**src/rtl/dkm_pkg.sv**
```systemverilog
`default_nettype none
// ----------------------------------------------------------------------------
// dkm_pkg
// Shared types and constants for the debounced key to MIDI note event block.
// ----------------------------------------------------------------------------
package dkm_pkg;

	// sample kind carried on tuser
	typedef enum logic {
		OP_KEY    = 1'b0,
		OP_BUTTON = 1'b1
	} op_t;

	// configuration register indexes
	typedef enum logic {
		REG_DEBOUNCE_TICKS = 1'b0,
		REG_NOTE_VELOCITY  = 1'b1
	} cfg_reg_t;

	localparam logic [7:0] TICKS_RESET    = 8'd50;
	localparam logic [6:0] VELOCITY_RESET = 7'd100;
	localparam logic [3:0] OCTAVE_RESET   = 4'd3;
	localparam logic [3:0] OCTAVE_MAX     = 4'd10;
	localparam logic [3:0] OCTAVE_MIN     = 4'd1;
	localparam logic [7:0] SEMITONES      = 8'd12;
	localparam logic [7:0] NOTE_MAX       = 8'd127;
	localparam int         NUM_BUTTONS    = 2;

	// one key entry: debounce counter and the note last sent
	typedef struct packed {
		logic [7:0] cnt;
		logic [6:0] note;
	} key_entry_t;

	// one button sample handed to the octave unit
	typedef struct packed {
		logic       en;
		logic       pressed;
		logic       sel;      // 0 = octave up, 1 = octave down
		logic [7:0] ticks;
	} btn_step_t;

endpackage
`default_nettype wire

```
**src/rtl/dkm_key_mem.sv**
```systemverilog
`default_nettype none
// ----------------------------------------------------------------------------
// dkm_key_mem
// Per-key state memory: one write port, one registered read port, a valid bit
// per entry so unwritten entries read as an idle counter, and a bypass for a
// read issued at the same edge as a write to the same entry.
// ----------------------------------------------------------------------------
module dkm_key_mem #(
	parameter int DEPTH = 32,
	parameter int AW    = 5
) (
	input  wire                      clk,
	input  wire                      arst_n,
	input  wire                      rd_en,
	input  wire  [AW-1:0]            rd_addr,
	output dkm_pkg::key_entry_t      rd_data,
	input  wire                      wr_en,
	input  wire  [AW-1:0]            wr_addr,
	input  dkm_pkg::key_entry_t      wr_data
);

	dkm_pkg::key_entry_t mem [DEPTH];
	dkm_pkg::key_entry_t mem_rd_q;
	dkm_pkg::key_entry_t byp_data_q;
	logic [DEPTH-1:0]    valid_q;
	logic                rd_vld_q;
	logic                byp_q;

	// storage write
	always_ff @(posedge clk) begin
		if (wr_en) begin
			mem[wr_addr] <= wr_data;
		end
	end

	// storage read, registered
	always_ff @(posedge clk) begin
		if (rd_en) begin
			mem_rd_q <= mem[rd_addr];
		end
	end

	// valid bits, cleared by reset
	always_ff @(posedge clk or negedge arst_n) begin
		if (!arst_n) begin
			valid_q  <= '0;
			rd_vld_q <= 1'b0;
			byp_q    <= 1'b0;
		end else begin
			if (wr_en) begin
				valid_q[wr_addr] <= 1'b1;
			end
			if (rd_en) begin
				rd_vld_q <= valid_q[rd_addr];
				byp_q    <= wr_en && (wr_addr == rd_addr);
			end
		end
	end

	// bypass data for a same-entry write at the read edge
	always_ff @(posedge clk) begin
		if (rd_en) begin
			byp_data_q <= wr_data;
		end
	end

	// read result: bypass, then stored entry, else idle counter
	always_comb begin
		if (byp_q) begin
			rd_data = byp_data_q;
		end else if (rd_vld_q) begin
			rd_data = mem_rd_q;
		end else begin
			rd_data.cnt  = 8'd0;
			rd_data.note = mem_rd_q.note;
		end
	end

endmodule
`default_nettype wire

```
**src/rtl/dkm_octave.sv**
```systemverilog
`default_nettype none
// ----------------------------------------------------------------------------
// dkm_octave
// Octave buttons: a debounce counter per button and the octave register.
// ----------------------------------------------------------------------------
module dkm_octave (
	input  wire                 clk,
	input  wire                 arst_n,
	input  dkm_pkg::btn_step_t  step,
	output logic [3:0]          octave
);

	logic [7:0] cnt_q [dkm_pkg::NUM_BUTTONS];
	logic [3:0] octave_q;
	logic [7:0] cnt_sel;

	assign cnt_sel = cnt_q[step.sel];
	assign octave  = octave_q;

	// counter and octave update for one button sample
	always_ff @(posedge clk or negedge arst_n) begin
		if (!arst_n) begin
			for (int i = 0; i < dkm_pkg::NUM_BUTTONS; i++) begin
				cnt_q[i] <= 8'd0;
			end
			octave_q <= dkm_pkg::OCTAVE_RESET;
		end else if (step.en) begin
			if (step.pressed) begin
				cnt_q[step.sel] <= step.ticks;
				if (cnt_sel == 8'd0) begin
					if (!step.sel && octave_q < dkm_pkg::OCTAVE_MAX) begin
						octave_q <= octave_q + 4'd1;
					end else if (step.sel && octave_q > dkm_pkg::OCTAVE_MIN) begin
						octave_q <= octave_q - 4'd1;
					end
				end
			end else if (cnt_sel != 8'd0) begin
				cnt_q[step.sel] <= cnt_sel - 8'd1;
			end
		end
	end

`ifndef SYNTHESIS
	a_octave_range: assert property (@(posedge clk) disable iff (!arst_n)
		octave_q >= dkm_pkg::OCTAVE_MIN && octave_q <= dkm_pkg::OCTAVE_MAX)
		else $error("octave out of range");
`endif

endmodule
`default_nettype wire

```
**src/rtl/debounced_key_to_midi_note_events.sv**
```systemverilog
`default_nettype none
// ----------------------------------------------------------------------------
// debounced_key_to_midi_note_events
// Debounces active-low key and octave button samples and emits MIDI
// note-on / note-off items.
// ----------------------------------------------------------------------------
// A sample is registered in stage 1, and its result in the output register on m_tdata.
// Throughput: one sample per cycle; the key memory read-modify-write over two
// stages is kept at that rate by a same-entry bypass in the memory. A sample
// waits in stage 1 while an event sits unaccepted on the output.
// Reset: counters read as zero through per-key valid bits (no clearing pass),
// octave 3, debounce_ticks 50, note_velocity 100.
// ----------------------------------------------------------------------------
module debounced_key_to_midi_note_events #(
	parameter int NUM_KEYS = 32
) (
	input  wire         clk,
	input  wire         arst_n,
	// sample stream
	input  wire         s_tvalid,
	output logic        s_tready,
	input  wire  [15:0] s_tdata,   // [4:0] index, [5] level, [12:6] key_note
	input  wire  [0:0]  s_tuser,   // [0] op
	// event stream
	output logic        m_tvalid,
	input  wire         m_tready,
	output logic [15:0] m_tdata,   // [6:0] note, [13:7] velocity
	output logic [0:0]  m_tuser,   // [0] note_on
	// configuration writes
	input  wire         cfg_valid,
	output logic        cfg_ready,
	input  wire  [0:0]  cfg_index,
	input  wire  [7:0]  cfg_data
);

	localparam int KW = (NUM_KEYS > 1) ? $clog2(NUM_KEYS) : 1;

	// configuration registers
	logic [7:0] ticks_q;
	logic [6:0] velocity_q;

	assign cfg_ready = 1'b1;

	always_ff @(posedge clk or negedge arst_n) begin
		if (!arst_n) begin
			ticks_q    <= dkm_pkg::TICKS_RESET;
			velocity_q <= dkm_pkg::VELOCITY_RESET;
		end else if (cfg_valid && cfg_ready) begin
			unique case (dkm_pkg::cfg_reg_t'(cfg_index))
				dkm_pkg::REG_DEBOUNCE_TICKS: ticks_q    <= cfg_data;
				dkm_pkg::REG_NOTE_VELOCITY:  velocity_q <= cfg_data[6:0];
				default: ;
			endcase
		end
	end

	// input field split
	logic [4:0]        in_index;
	logic              in_level;
	logic [6:0]        in_key_note;
	logic [KW+4:0]     in_index_wide;
	logic [KW-1:0]     in_addr;
	logic              accept;

	assign in_index      = s_tdata[4:0];
	assign in_level      = s_tdata[5];
	assign in_key_note   = s_tdata[12:6];
	assign in_index_wide = (KW+5)'(in_index);
	assign in_addr       = in_index_wide[KW-1:0];
	assign accept        = s_tvalid && s_tready;

	// stage 1 registers
	logic              v_s1;
	dkm_pkg::op_t      op_s1;
	logic              in_range_s1;
	logic              btn_ok_s1;
	logic              sel_s1;
	logic              pressed_s1;
	logic [6:0]        key_note_s1;
	logic [KW-1:0]     addr_s1;
	logic              adv;

	assign adv      = v_s1 && (!m_tvalid || m_tready);
	assign s_tready = !v_s1 || adv;

	always_ff @(posedge clk or negedge arst_n) begin
		if (!arst_n) begin
			v_s1 <= 1'b0;
		end else if (s_tready) begin
			v_s1 <= s_tvalid;
		end
	end

	always_ff @(posedge clk) begin
		if (accept) begin
			op_s1       <= dkm_pkg::op_t'(s_tuser[0]);
			in_range_s1 <= 32'(in_index) < NUM_KEYS;
			btn_ok_s1   <= in_index[4:1] == 4'd0;
			sel_s1      <= in_index[0];
			pressed_s1  <= !in_level;
			key_note_s1 <= in_key_note;
			addr_s1     <= in_addr;
		end
	end

	// key state memory
	dkm_pkg::key_entry_t rd_entry;
	dkm_pkg::key_entry_t wr_entry;
	logic                wr_en;

	dkm_key_mem #(
		.DEPTH (NUM_KEYS),
		.AW    (KW)
	) u_key_mem (
		.clk     (clk),
		.arst_n  (arst_n),
		.rd_en   (accept),
		.rd_addr (in_addr),
		.rd_data (rd_entry),
		.wr_en   (wr_en),
		.wr_addr (addr_s1),
		.wr_data (wr_entry)
	);

	// octave buttons
	dkm_pkg::btn_step_t btn_step;
	logic [3:0]         octave;

	assign btn_step.en      = adv && op_s1 == dkm_pkg::OP_BUTTON && btn_ok_s1;
	assign btn_step.pressed = pressed_s1;
	assign btn_step.sel     = sel_s1;
	assign btn_step.ticks   = ticks_q;

	dkm_octave u_octave (
		.clk    (clk),
		.arst_n (arst_n),
		.step   (btn_step),
		.octave (octave)
	);

	// note number: base + 12 * octave, clamped
	logic [7:0] note_sum;
	logic [6:0] note_on_val;

	assign note_sum    = 8'(key_note_s1) + 8'(8'(octave) * dkm_pkg::SEMITONES);
	assign note_on_val = (note_sum > dkm_pkg::NOTE_MAX) ? 7'(dkm_pkg::NOTE_MAX)
		: note_sum[6:0];

	// key read-modify-write and event selection
	logic       key_act;
	logic [7:0] cnt_dec;
	logic       emit;
	logic       emit_on;
	logic [6:0] emit_note;

	assign key_act = op_s1 == dkm_pkg::OP_KEY && in_range_s1;
	assign cnt_dec = rd_entry.cnt - 8'd1;

	always_comb begin
		wr_en     = 1'b0;
		wr_entry  = rd_entry;
		emit      = 1'b0;
		emit_on   = 1'b0;
		emit_note = rd_entry.note;
		if (adv && key_act) begin
			if (rd_entry.cnt == 8'd0) begin
				if (pressed_s1) begin
					wr_en         = 1'b1;
					wr_entry.cnt  = ticks_q;
					wr_entry.note = note_on_val;
					emit          = 1'b1;
					emit_on       = 1'b1;
					emit_note     = note_on_val;
				end
			end else if (pressed_s1) begin
				wr_en        = 1'b1;
				wr_entry.cnt = ticks_q;
			end else begin
				wr_en        = 1'b1;
				wr_entry.cnt = cnt_dec;
				emit         = cnt_dec == 8'd0;
			end
		end
	end

	// output register
	always_ff @(posedge clk or negedge arst_n) begin
		if (!arst_n) begin
			m_tvalid <= 1'b0;
		end else if (emit) begin
			m_tvalid <= 1'b1;
		end else if (m_tready) begin
			m_tvalid <= 1'b0;
		end
	end

	always_ff @(posedge clk) begin
		if (emit) begin
			m_tuser <= emit_on;
			m_tdata <= {2'b00, (emit_on ? velocity_q : 7'd0), emit_note};
		end
	end

`ifndef SYNTHESIS
	a_stall_means_full: assert property (@(posedge clk) disable iff (!arst_n)
		v_s1 && !adv |-> m_tvalid && !m_tready)
		else $error("stage 1 stalled with output free");
	a_off_zero_vel: assert property (@(posedge clk) disable iff (!arst_n)
		m_tvalid && !m_tuser[0] |-> m_tdata[13:7] == 7'd0)
		else $error("note-off with nonzero velocity");
	a_write_needs_item: assert property (@(posedge clk) disable iff (!arst_n)
		wr_en |-> v_s1 && key_act)
		else $error("key memory written without a key item");
	a_event_from_key: assert property (@(posedge clk) disable iff (!arst_n)
		emit |=> m_tvalid)
		else $error("event lost before output register");
`endif

endmodule
`default_nettype wire
```
**config.mk**
```make
export PLATFORM = sky130hd
export DESIGN_NAME = debounced_key_to_midi_note_events
export DESIGN_NICKNAME = d
export VERILOG_FILES = /design/src/rtl/dkm_pkg.sv /design/src/rtl/dkm_key_mem.sv /design/src/rtl/dkm_octave.sv /design/src/rtl/debounced_key_to_midi_note_events.sv
export SDC_FILE = /design/constraint.sdc
export NUM_CORES = 1
export LEC_CHECK = 0
export BUFFER_PORTS_ARGS = -buffer_cell sky130_fd_sc_hd__buf_2
export CAP_MARGIN = 20
export CORE_ASPECT_RATIO = 1.25
export CORE_MARGIN = 2
export CORE_UTILIZATION = 35
export CTS_CLUSTER_DIAMETER = 100
export DETAILED_ROUTE_END_ITERATION = 6
export SLEW_MARGIN = 30
export SYNTH_ARGS = -nofsm -noshare
export SYNTH_HDL_FRONTEND = slang
export SYNTH_SLANG_ARGS = --single-unit
```
**constraint.sdc**
```tcl
create_clock -name clk -period 5.6 [get_ports clk]
set_input_delay 0.56 -clock clk [delete_from_list [all_inputs] [get_ports clk]]
set_output_delay 0.56 -clock clk [all_outputs]
set_load 0.05 [all_outputs]
```
# [Word-level counts from Yosys, hierarchy flattened]
# Memories as Yosys holds them, arrays and structs flattened. A register that Yosys moved wholly into a read port is not among the register bits.
# Index checks and enable logic that the tools add are counted.
[totals] register_bits=117 latch_bits=0 ram_bits=480 romBits=0 output_inout_bits=20 word_cells=107 mem_count=1
[memory_table] name="u_key_mem.mem" depth=32 width=15 rd=1 rd_ports_with_merged_regs=1 write_ports=1 line_no="dkm_key_mem.sv:22" text="dkm_pkg::key_entry_t mem [DEPTH];"
[op_classes] addsub=5 mul=1 div=0 n_lt_le_gt_ge=8 eq_ne=1 shift=0 mux=38 bitwise_logic=4 reduce_logical=28
[op_table] cell="two-way mux 15 bit" n=4
[op_table] cell="two-way mux 8 bit" n=6
[op_table] cell="two-way mux 7 bit" n=5
[op_table] cell="bitwise mux 16 bit" n=2
[op_table] cell="two-way mux 16 bit" n=2
[op_table] cell="bitwise OR 32 bit" n=1
[op_table] cell="zero test 8 bit" n=3
[op_table] cell="subtractor 8 x 1 -> 8 bit, second input constant" n=2
[op_table] cell="two-way mux 1 bit" n=14
[op_table] cell="< comparator 5 x 6 -> 1 bit, second input constant" n=2
[op_table] cell="logical AND 1 bit" n=10
[op_table] cell="adder 7 x 8 -> 8 bit" n=1
[op_table] cell="demux 8 bit (select 1 bit)" n=1
[op_table] cell="> comparator 8 x 7 -> 1 bit, second input constant" n=1
[op_table] cell="two-way mux 4 bit" n=2
[op_table] cell="nonzero test 8 bit" n=1
[op_table] cell="multiplier 4 x 2 -> 6 bit, second input constant" n=1
[op_table] cell="AND reduction 2 bit" n=3
[op_table] cell="nonzero test 2 bit" n=3
[op_table] cell="binary-select mux 1 bit (select 5 bit)" n=1
[op_table] cell="demux 1 bit (select 5 bit)" n=1
[op_table] cell="equality test 5 bit" n=1
[op_table] cell=">= comparator 5 x 1 -> 1 bit, second input constant" n=1
[op_table] cell="adder 4 x 1 -> 4 bit, second input constant" n=1
[op_table] cell="11 further kinds" n=16

# [Logic depth before layout (Yosys ltp)]
[logic_depth] word_depth=8 depth_mapped=13 mapped_depth_nobuf=9

# [Cells and area by module]
# Synthesis repeated with hierarchy kept, for this count alone.
[unflattened] hier_cells=1238 hier_area_um2=24636.1
[by_module_without_submodules] module="dkm_key_mem" instances=1 cells_per_inst=899 area_each_um2=20846.2 seq_area_each_um2=16165.5
[by_module_without_submodules] module="debounced_key_to_midi_note_events" instances=1 cells_per_inst=213 area_each_um2=2488.6 seq_area_each_um2=1333.8
[by_module_without_submodules] module="dkm_octave" instances=1 cells_per_inst=126 area_each_um2=1301.2 seq_area_each_um2=503.0

# [Worst setup path after synthesis]
# OpenSTA, ideal clock, no wires.
[synth_timing] path_kind="flip-flop to flip-flop" start="reg u_key_mem.byp_q" end="reg u_key_mem.byp_data_q[9] in the netlist's numbering (data pin)" setup_ns=0.462 arrival_time_ns=3.540 required_ns=5.138 slack_ns=1.598 path_stages_with_launch=12 n_path_buf=4 path_cell_list="dfrtp_1 -> buf_6 -> buf_2 -> buf_1 -> a22oi_1 -> ha_1 -> nand3_1 -> or4_1 -> clkbuf_4 -> nand2_1 -> mux2i_1 -> o21ai_0"
[synth_lines] item="from (decl)" line_no="dkm_key_mem.sv:27" text="logic byp_q;"
[synth_lines] item="from (signal assigned)" line_no="dkm_key_mem.sv:55" text="byp_q <= wr_en && (wr_addr == rd_addr);"
[synth_lines] item="to (signal assigned)" line_no="dkm_key_mem.sv:63" text="byp_data_q <= wr_data;"
[synth_lines] item="to (decl)" line_no="dkm_key_mem.sv:24" text="dkm_pkg::key_entry_t byp_data_q;"

# [Worst setup path in the final report]
[layout_timing] start="reg u_key_mem.rd_vld_q" end="mem u_key_mem.mem[1][7] in the netlist's numbering, enable pin"
[layout_between] elab_chain_cells=7
[layout_rtl] item="from (decl)" line_no="dkm_key_mem.sv:26" text="logic rd_vld_q;"
[layout_rtl] item="from (signal assigned)" line_no="dkm_key_mem.sv:54" text="rd_vld_q <= valid_q[rd_addr];"
[layout_rtl] item="two-way mux 15 bit" line_no="dkm_key_mem.sv:71" text="end else if (rd_vld_q) begin"
[layout_rtl] item="two-way mux 15 bit" line_no="dkm_key_mem.sv:69" text="if (byp_q) begin"
[layout_rtl] item="zero test 8 bit" line_no="debounced_key_to_midi_note_events.sv:166" text="if (rd_entry.cnt == 8'd0) begin"
[layout_rtl] item="two-way mux 1 bit" line_no="debounced_key_to_midi_note_events.sv:166"
[layout_rtl] item="two-way mux 1 bit" line_no="debounced_key_to_midi_note_events.sv:165" text="if (adv && key_act) begin"
[layout_rtl] item="two-way mux 1 bit" line_no="dkm_key_mem.sv:31" text="if (wr_en) begin"
[layout_rtl] item="two-way mux 1 bit (not written as such)" line_no="dkm_key_mem.sv:32" text="mem[wr_addr] <= wr_data;"
[layout_rtl] item="to (decl)" line_no="dkm_key_mem.sv:22"
# No other way between the ends.

==> results.py <==
metrics = {
    "status": {
        "status": "completed",
    },
    "setup_path": {
        "worstSetupStartpointType": "flop",
        "reg2regPathDepth": 10,
        "arrival_ps": 4030,
        "end_kind": "flop",
        "r2r-start": "u_key_mem.rd_vld_q",
        "crit_fanout": 14,
        "critPathKind": "flop to flop",
        "r2r_end": "u_key_mem.mem[1][7]",
        "regToRegSetupSlack_ps": 1910,
        "required_ps": 5940,
    },
    "logic_synthesis": {
        "syn_avg_cell_area_um2": 20.0,
        "ys_seq_elements": 611,
        "async_flop_share": 0.116,
        "synthDistinctLibCells": 65,
        "yosys_warnings": 0,
        "synth_cells": 1234,
        "syn-cell-area_um2": 24700,
        "seq_area_frac_synth": 0.728,
        "ys.flop_type": "edfxtp_1",
        "synth_edf_count": 540,
    },
    "layout": {
        "layout_common_cells": "edfxtp_1 (540), mux4_2 (160), dfrtp_1 (63)",
        "area.growth.synth_to_final_pct": 14.4,
        "final_common_cell": "edfxtp_1",
        "drive_above_1_share": 0.318,
        "regArea_um2": 18000,
        "multi_input_area_um2": 6470,
        "n_antenna_cell": 0,
        "nets": 1377,
        "fill_cells": 6287,
    },
    "clock_network": {
        "clock-sinks": 611,
        "root_buffer": "clkbuf_16",
        "post_cts_buffers": 0,
        "clk_pin_slew_worst_paths_ps": 60,
        "postCtsHoldBufs": 0,
        "clk_latency_ps": 630,
        "cts_buffers": 56,
        "ctsResizeCount": 0,
        "cts_tree": "yes",
        "clk_path_buf_depth": 3,
        "htreeDepth": 2,
    },
    "floorplan": {
        "die_h_um": 301,
        "initial_core_util": 0.352,
        "io_pins": 51,
        "dieWidth_um": 242,
        "core_area_um2": 70400,
        "rows": 109,
        "die_area_um2": 72800,
    },
    "sta": {
        "tightestPinTransition_ps": 936,
        "finClkSkew_ps": 30.5,
        "rsz0062_at_grt": "false",
        "post-route-min-period_ps": 3690,
        "hold_viol": 0,
        "setup_tns_ps": 0,
        "clock.fmax_mhz": 271,
        "slew_headroom": 0.374,
        "setup_violations": 0,
        "finalCritPeriodShare": 0.658,
        "maxSlewViolCount": 0,
        "worst_hold_slack_ps": 70.0,
    },
    "pwr": {
        "peakVddDrop_mv": 0.235,
        "power.density_nw_per_um2": 385,
        "leakage_uw": 0.00934,
    },
    "grt": {
        "antenna_found_initial": 0,
        "grt_pass1_vias": 12600,
        "grt_overflow_total": 0,
        "grt_util_all_layers": 0.147,
        "grt_max_degree": 72,
        "grt_pass1_wl_um": 80500,
    },
    "job": {
        "drv_cap": 0,
    },
    "route": {
        "first_iter_violations": 786,
        "antenna_left": 0,
        "detail_route.vias_per_cell": 5.18,
        "drc_errors": 0,
        "first_pass_iters": 7,
        "wl_um": 52500,
        "wl_per_cell_um": 22.7,
        "vias": 12000,
    },
    "place": {
        "dp_hpwl_um": 32100,
        "portBuffers": 44,
        "place_congestion": 0.764,
    },
    "hold_path": {
        "min_path_type": "input port to asynchronous set/reset pin",
    },
}
==> final cells by class <==
class,instances,area share
repair buffers,101,0.0253
clock buffers,65,0.0511
inverters,16,0.00217
flip-flops and latches,611,0.636
well taps,943,0.0417
multi-input cells,538,0.228
clock inverters,39,0.0154
==> where the power goes <==
part	total [uW]	internal [uW]	switching [uW]	leakage, uW
Sequential	5540	5410	129	0.00583
Combinational	1500	571	925	0.00261
Clock	3870	2190	1680	0.000903
==> routing by layer <==
layer | up-vias | GRT usage | wire length (um)
met5 | - | 0 | 0
met4 | 0 | 0.0425 | 1180
met3 | 65 | 0.0222 | 2180
met2 | 282 | 0.261 | 27600
met1 | 6422 | 0.187 | 21500
li1 | 5208 | - | -
==> logic make-up after synthesis <==
group                      share of synthesized area
DFF                                            0.728
muxes                                          0.170
adders and majority gates                     0.0117
AOI/OAI and AO/OA                             0.0351
and+or+nand+nor                               0.0306
buffers and inverters                         0.0165
other                                       0.000304
xor gates and xnor gates                     0.00850
==> state kept, by name, indices dropped and copies added (netlist names), 4 cells and up <==
| register | count |
|---|---|
| u_key_mem.mem | 480 |
| u_key_mem.valid_q | 32 |
| u_octave.cnt_q | 16 |
| u_key_mem.byp_data_q | 15 |
| u_key_mem.mem_rd_q | 15 |
| m_tdata | 14 |
| ticks_q | 8 |
| key_note_s1 | 7 |
| velocity_q | 7 |
| addr_s1 | 5 |
| u_octave.octave | 4 |
==> per-stage QoR <==
| stage | setup WS, ps | total power, uW | instances | cell area [um2] | utilization |
|---|---|---|---|---|---|
| detailed placement | 1900 | 7140 | 2209 | 26400 | 0.375 |
| finish | 1910 | 10900 | 2313 | 28300 | 0.402 |
| CTS | 1910 | 11000 | 2313 | 28300 | 0.402 |
| floorplan | 1600 | 6660 | 1235 | 24700 | - |
| global placement | 1960 | 7070 | 2207 | 26300 | 0.374 |
| global route | 1670 | 11400 | 2313 | 28300 | 0.402 |
==> cell usage after synthesis, types with 5 or more instances <==
cell	number	area, um2
edfxtp_1	540	16200
mux4_2	160	3600
dfrtp_1	63	1580
nor2_1	60	225
mux2_2	41	462
o21bai_1	29	218
clkbuf_1	28	105
nand2_1	28	105
o21ai_0	26	130
a21oi_1	21	105
ha_1	20	250
buf_2	17	85.1
inv_1	16	60.1
xnor2_1	14	123
mux2i_1	13	130
buf_1	11	41.3
buf_4	10	75.1
xor2_1	10	87.6
and3_1	8	50.1
dfstp_2	8	210
nor2b_1	8	50.1
nor3_1	8	40.0
a22oi_1	7	52.6
a211oi_1	5	37.5
nand3_1	5	25.0
nand3b_1	5	37.5
==> worst max-delay path, stage by stage (launching register included) <==
cell,delay (ps)
dfrtp_1,440
nor2b_1,240
a22oi_1,390
ha_1,280
nand3_1,110
or4_1,610
o21ai_4,300
or3_1,430
buf_4,290
nor2_1,90
buf_4,230
==> how the worst max path moves through the flow <==
stage,start,to,slack [ps],depth (start not counted)
after CTS,u_key_mem.rd_vld_q,u_key_mem.mem[1][7],1910,10
final,u_key_mem.rd_vld_q,u_key_mem.mem[1][7],1910,10
after global placement,u_key_mem.rd_vld_q,u_key_mem.mem[1][6],1960,10
after floorplan,u_key_mem.byp_q,u_key_mem.byp_data_q[9],1600,11
after global routing,u_key_mem.rd_vld_q,u_key_mem.mem[1][3],1670,9
after detailed placement,u_key_mem.rd_vld_q,u_key_mem.mem[1][5],1900,10
Note: power is estimated with default switching activity, not from simulation.
